==> src/rtl/core/fixed_point_alu_defines.svh <==
// Assertion macros shared by the fixed-point ALU RTL.
`ifndef FIXED_POINT_ALU_DEFINES_SVH
`define FIXED_POINT_ALU_DEFINES_SVH

// Consequent must hold whenever the antecedent does.
`define FPA_ASSERT_IMPL(lbl, ante, cons, msg) \
	lbl: assert property (@(posedge clk) disable iff (!arst_n) (ante) |-> (cons)) \
		else $error(msg);

// Expression must hold on every clock edge outside reset.
`define FPA_ASSERT_ALWAYS(lbl, expr, msg) \
	lbl: assert property (@(posedge clk) disable iff (!arst_n) (expr)) \
		else $error(msg);

`endif

==> src/rtl/core/fpa_pkg.sv <==
// Package: opcodes, error codes, pipeline word type and helpers for the fixed-point ALU.
package fpa_pkg;

	localparam int FRAC_BITS_DEF = 8;
	localparam int DIV_STEPS     = 32;

	typedef enum logic [3:0] {
		OP_ADD = 4'd0, OP_SUB = 4'd1, OP_MUL = 4'd2, OP_DIV = 4'd3,
		OP_GT = 4'd4, OP_LT = 4'd5, OP_GE = 4'd6, OP_LE = 4'd7,
		OP_EQ = 4'd8, OP_NE = 4'd9, OP_MIN = 4'd10, OP_MAX = 4'd11,
		OP_INC = 4'd12, OP_DEC = 4'd13, OP_TOINT = 4'd14, OP_FROMINT = 4'd15
	} op_t;

	typedef enum logic [1:0] {
		ERR_OK   = 2'd0,
		ERR_OVF  = 2'd1,
		ERR_DIVZ = 2'd2
	} err_t;

	localparam logic [31:0] RAW_MAX = 32'h7fff_ffff;
	localparam logic [31:0] RAW_MIN = 32'h8000_0000;

	// One word in flight through the divider chain.
	typedef struct packed {
		logic        valid;
		logic        is_div;
		logic        is_mul;
		logic        neg;
		logic        div_zero;
		logic        div_ovf;
		logic [31:0] res;
		logic        cmp;
		err_t        err;
		logic [31:0] rem;
		logic [31:0] den;
		logic [31:0] lo;
		logic [31:0] quo;
	} pipe_t;

	// Apply sign to an unsigned magnitude and saturate; returns {ovf, value}.
	function automatic logic [32:0] sat_mag(input logic [63:0] m, input logic neg);
		logic [32:0] r;
		if (neg) begin
			if (m > 64'h0000_0000_8000_0000) r = {1'b1, RAW_MIN};
			else r = {1'b0, 32'd0 - m[31:0]};
		end else begin
			if (m > 64'h0000_0000_7fff_ffff) r = {1'b1, RAW_MAX};
			else r = {1'b0, m[31:0]};
		end
		return r;
	endfunction

endpackage

==> src/rtl/core/fpa_div_step.sv <==
// One restoring-division step: shifts in one numerator bit, retires one quotient bit.
module fpa_div_step (
	input  fpa_pkg::pipe_t d,
	output fpa_pkg::pipe_t q
);
	import fpa_pkg::*;

	logic [32:0] trial;
	logic        ge;

	assign trial = {d.rem, d.lo[31]};
	assign ge    = trial >= {1'b0, d.den};

	always_comb begin
		q     = d;
		q.rem = ge ? 32'(trial - {1'b0, d.den}) : trial[31:0];
		q.lo  = {d.lo[30:0], 1'b0};
		q.quo = {d.quo[30:0], ge};
	end

endmodule

==> config.mk <==
export PLATFORM = sky130hd
export DESIGN_NAME = fpa_div_step
export DESIGN_NICKNAME = d
export VERILOG_FILES = /design/src/rtl/core/fixed_point_alu_defines.svh /design/src/rtl/core/fpa_pkg.sv /design/src/rtl/core/fpa_div_step.sv
export SDC_FILE = /design/constraint.sdc
export NUM_CORES = 1
export LEC_CHECK = 0
export ABC_AREA = 0
export BUFFER_PORTS_ARGS = -buffer_cell sky130_fd_sc_hd__buf_2
export CORE_AREA = 2 2 133 135
export DETAILED_ROUTE_END_ITERATION = 6
export DIE_AREA = 0 0 135 137
export PLACE_DENSITY_LB_ADDON = 0.08
export SLEW_MARGIN = 30
export SYNTH_ARGS = -nofsm -noshare
export SYNTH_HDL_FRONTEND = slang
export SYNTH_SLANG_ARGS = --single-unit
==> constraint.sdc <==
create_clock -name vclk -period 5.8
set_clock_uncertainty 0.15 [all_clocks]
set_input_delay 0.29 -clock vclk [all_inputs]
set_output_delay 0.29 -clock vclk [all_outputs]
set_load 0.05 [all_outputs]
======== After elaboration in Yosys (flattened, before gate mapping) ========
Index checks and enable logic that the tools add are counted.
storage, ports and cells
  bits in registers ....................... 0
  input port bits ......................... 169
  output and inout port bits .............. 169
  logic and storage cells ................. 3
cells by class
  add/subtract/negate cells ............... 1
  magnitude comparators ................... 1
  muxes and demuxes ....................... 1
operators by type and width
  cell              number
  $ge A33 B32 Y1    1
  $mux W32          1
  $sub A32 B32 Y32  1

======== Longest topological paths before layout ========
  depth in word-level cells ............... 2
  gate-level depth with buffers ........... 14
  mapped depth without buffers ............ 11

======== Worst setup path after synthesis ========
No wires, ideal clock.
  kind .................................... input-to-output
  start point ............................. input d[71] (netlist bit)
  end point ............................... output q[127] (netlist bit)
  data arrival time ....................... 3.861 ns
  required time ........................... 5.360 ns
  setup slack ............................. 1.499 ns
  cell stages on the path ................. 10
  path through ............................ inv_1 -> ha_1 -> a21oi_2 -> a211oi_1 -> or3_4 -> nor4b_4 -> and2b_1 -> a31o_2 -> and3_1 -> o41ai_1
RTL lines
  what         RTL line           source
  from (decl)  fpa_div_step.sv:3  input fpa_pkg::pipe_t d,
  to (decl)    fpa_div_step.sv:4  output fpa_pkg::pipe_t q

==> flow_summary.toml <==
[cts]
postCtsResizedCells = 0
postCtsSetupBuffers = 0
cts_hold_buf = 0

[synth]
synth_area_um2 = 3363
yosys.area.top_type_share_pct = 30.58
syn_inst = 461
ys_types = 52
synth_xor_area_share_pct = 6.771
synth.net_count = 663
synth_compound_area_share_pct = 18.15
synth_simple_gate_area_share_pct = 13.47
syn_avg_cell_area_um2 = 7.296
synth_top_family_by_area = "buffers and inverters"
synth_area_leader_cell = "buf_4"
synth-adder-area-share_pct = 12.50
muxShareOfSynthArea_pct = 11.61
yosys_warnings = 0
synth-seq-area-share_pct = 0
synth_area_leaders = "buf_4, ha_1, mux2_2, xnor2_1, inv_1"

[routing]
drt-pass1-iter-count = 4
drc_errors = 0
met2_length_um = 4458
ant_nets = 0
wl_um = 9569
met1Wirelength_um = 4307
wl_per_cell_um = 14.37
first_iter_violations = 64
vias_per_cell = 4.164
vias = 2773
top_layer = "met4"
detailroute.wirelength.met3_um = 645

[power]
p_leak_uw = 0.001630
p_clk_share_pct = 0
pwr-share-comb_pct = 100.0
p_switching_uw = 405.8
seqPwrFrac_pct = 0
peakVddDrop_mv = 0.04863
internal_power_uw = 193.3
p_per_area_nw_per_um2 = 187.7
switching_share_pct = 67.74

[timing]
whs_ps = 430.0
fin_crit_sh_pct = 70.88
period_needed_ps = 4111
fin_ws_ps = 1689
max_slew_margin_pct = 49.06
tns_ps = 0
maxSlewViolCount = 0
max_freq_mhz = 243.2
hold_violations = 0
setup_viol = 0
grt_setup_unrepaired = "false"
tightest_slew_ps = 756.1

[finish]
nClkBuffers = 0
fill_cells = 2030
diodes = 0
area_growth_pct = -5.097
layout-drive-gt1-share_pct = 38.78
n_sequential_cell = 0
register_area_um2 = 0
final_cell_mix = "buf_2, inv_1, ha_1"
final_common_cell = "buf_2"
final_net_count = 645

[global_routing]
overflow = 0
grt_usage_pct = 9.657
grt_pass1_vias = 2728
grt_max_degree = 30
grt_pass1_wl_um = 14590
antenna_found_initial = 0

[worst_setup_path]
cp.required_ps = 5360
crit_type = "in2out"
cp.arrival_ps = 3670
cp_max_fo = 29
endpoint_kind = "primary output"
startpoint_type = "input port"

[placement]
hpwl_um = 8505
dp_slack_ps = 1585
place_congestion = 0.7003
port-buffer-count = 130

[outcome]
outcome = "completed"

[floorplanning]
fp.dieW_um = 135
rows = 48
fp.dieH_um = 137
ios = 338
dieArea_um2 = 18500
core_um2 = 17060
start_util_pct = 19.72

[worst_hold_path]
hp-class = "in2out"

[run]
maxCapViolations = 0
-- final timing paths --
path	from	end	slack [ps]	cells past startpoint
setup / recovery	d[74]	q[99]	1690	13
hold / removal	d[130]	q[130]	430	0
-- cell families (layout without fill, tap and decap cells) --
logic type      count (synthesis)  in the layout
fa+ha+maj                      33             33
compound gates                 89             89
buf+inv                       191            171
simple gates                   89             89
xor+xnor                       26             26
mux                            32             32
other cells                     1              1
-- routing by layer --
metal,GRT usage (%),up-vias
li1,-,1404
met1,12.97,1236
met2,16.67,107
met3,1.222,26
met4,1.794,0
met5,0,-
-- Yosys cell counts, types with 3 or more instances --
library cell  number
nand2_1           24
o211ai_1           3
a211oi_1           3
a21boi_0           3
nand3_1            7
a31oi_1            5
ha_1              32
and3_1             3
o21bai_1           4
a21o_1             9
clkbuf_1           9
xnor2_1           18
nand4_1            9
mux2_2            20
mux2_4             9
buf_4            137
mux2i_1            3
nor3_1             6
nor2_1            23
nor3b_1            3
o21a_1             4
xor2_1             8
inv_1             40
o21ai_0           13
a21oi_1           26
nor2b_1            6
a31o_2             3
-- area by class of cell --
type / count / area, µm² / area share [%]
inverters: 41 / 153.9 / 4.822
multi-input cells: 270 / 2106 / 65.97
well taps: 225 / 281.5 / 8.820
repair buffers: 130 / 650.6 / 20.38
-- power by group through the flow --
stage          sequential, µW  clock, µW  combinational [µW]
2_1_floorplan               0          0                 678
3_3_place_gp                0          0                 608
3_5_place_dp                0          0                 608
4_1_cts                     0          0                 610
5_1_grt                     0          0                 648
6_report                    0          0                 599
-- worst max-delay path: stages --
cell	delay (ps)
buf_2	80
inv_1	40
ha_1	410
nand4_1	230
nor3_1	400
o211ai_1	220
nor4b_4	200
o21ai_2	180
a31oi_4	140
o21a_4	270
inv_2	560
mux2_2	400
buf_2	230
-- through the flow --
step | total power [µW] | instance area [µm²] | cells | utilization [%]
after detailed placement | 607.5 | 3192 | 666 | 18.71
final | 599.1 | 3192 | 666 | 18.71
after global placement | 607.9 | 3192 | 666 | 18.71
after global routing | 648.0 | 3192 | 666 | 18.71
after floorplan | 678.2 | 3363 | 461 | -
after CTS | 609.6 | 3192 | 666 | 18.71
Power figures use the tool's default switching activity.
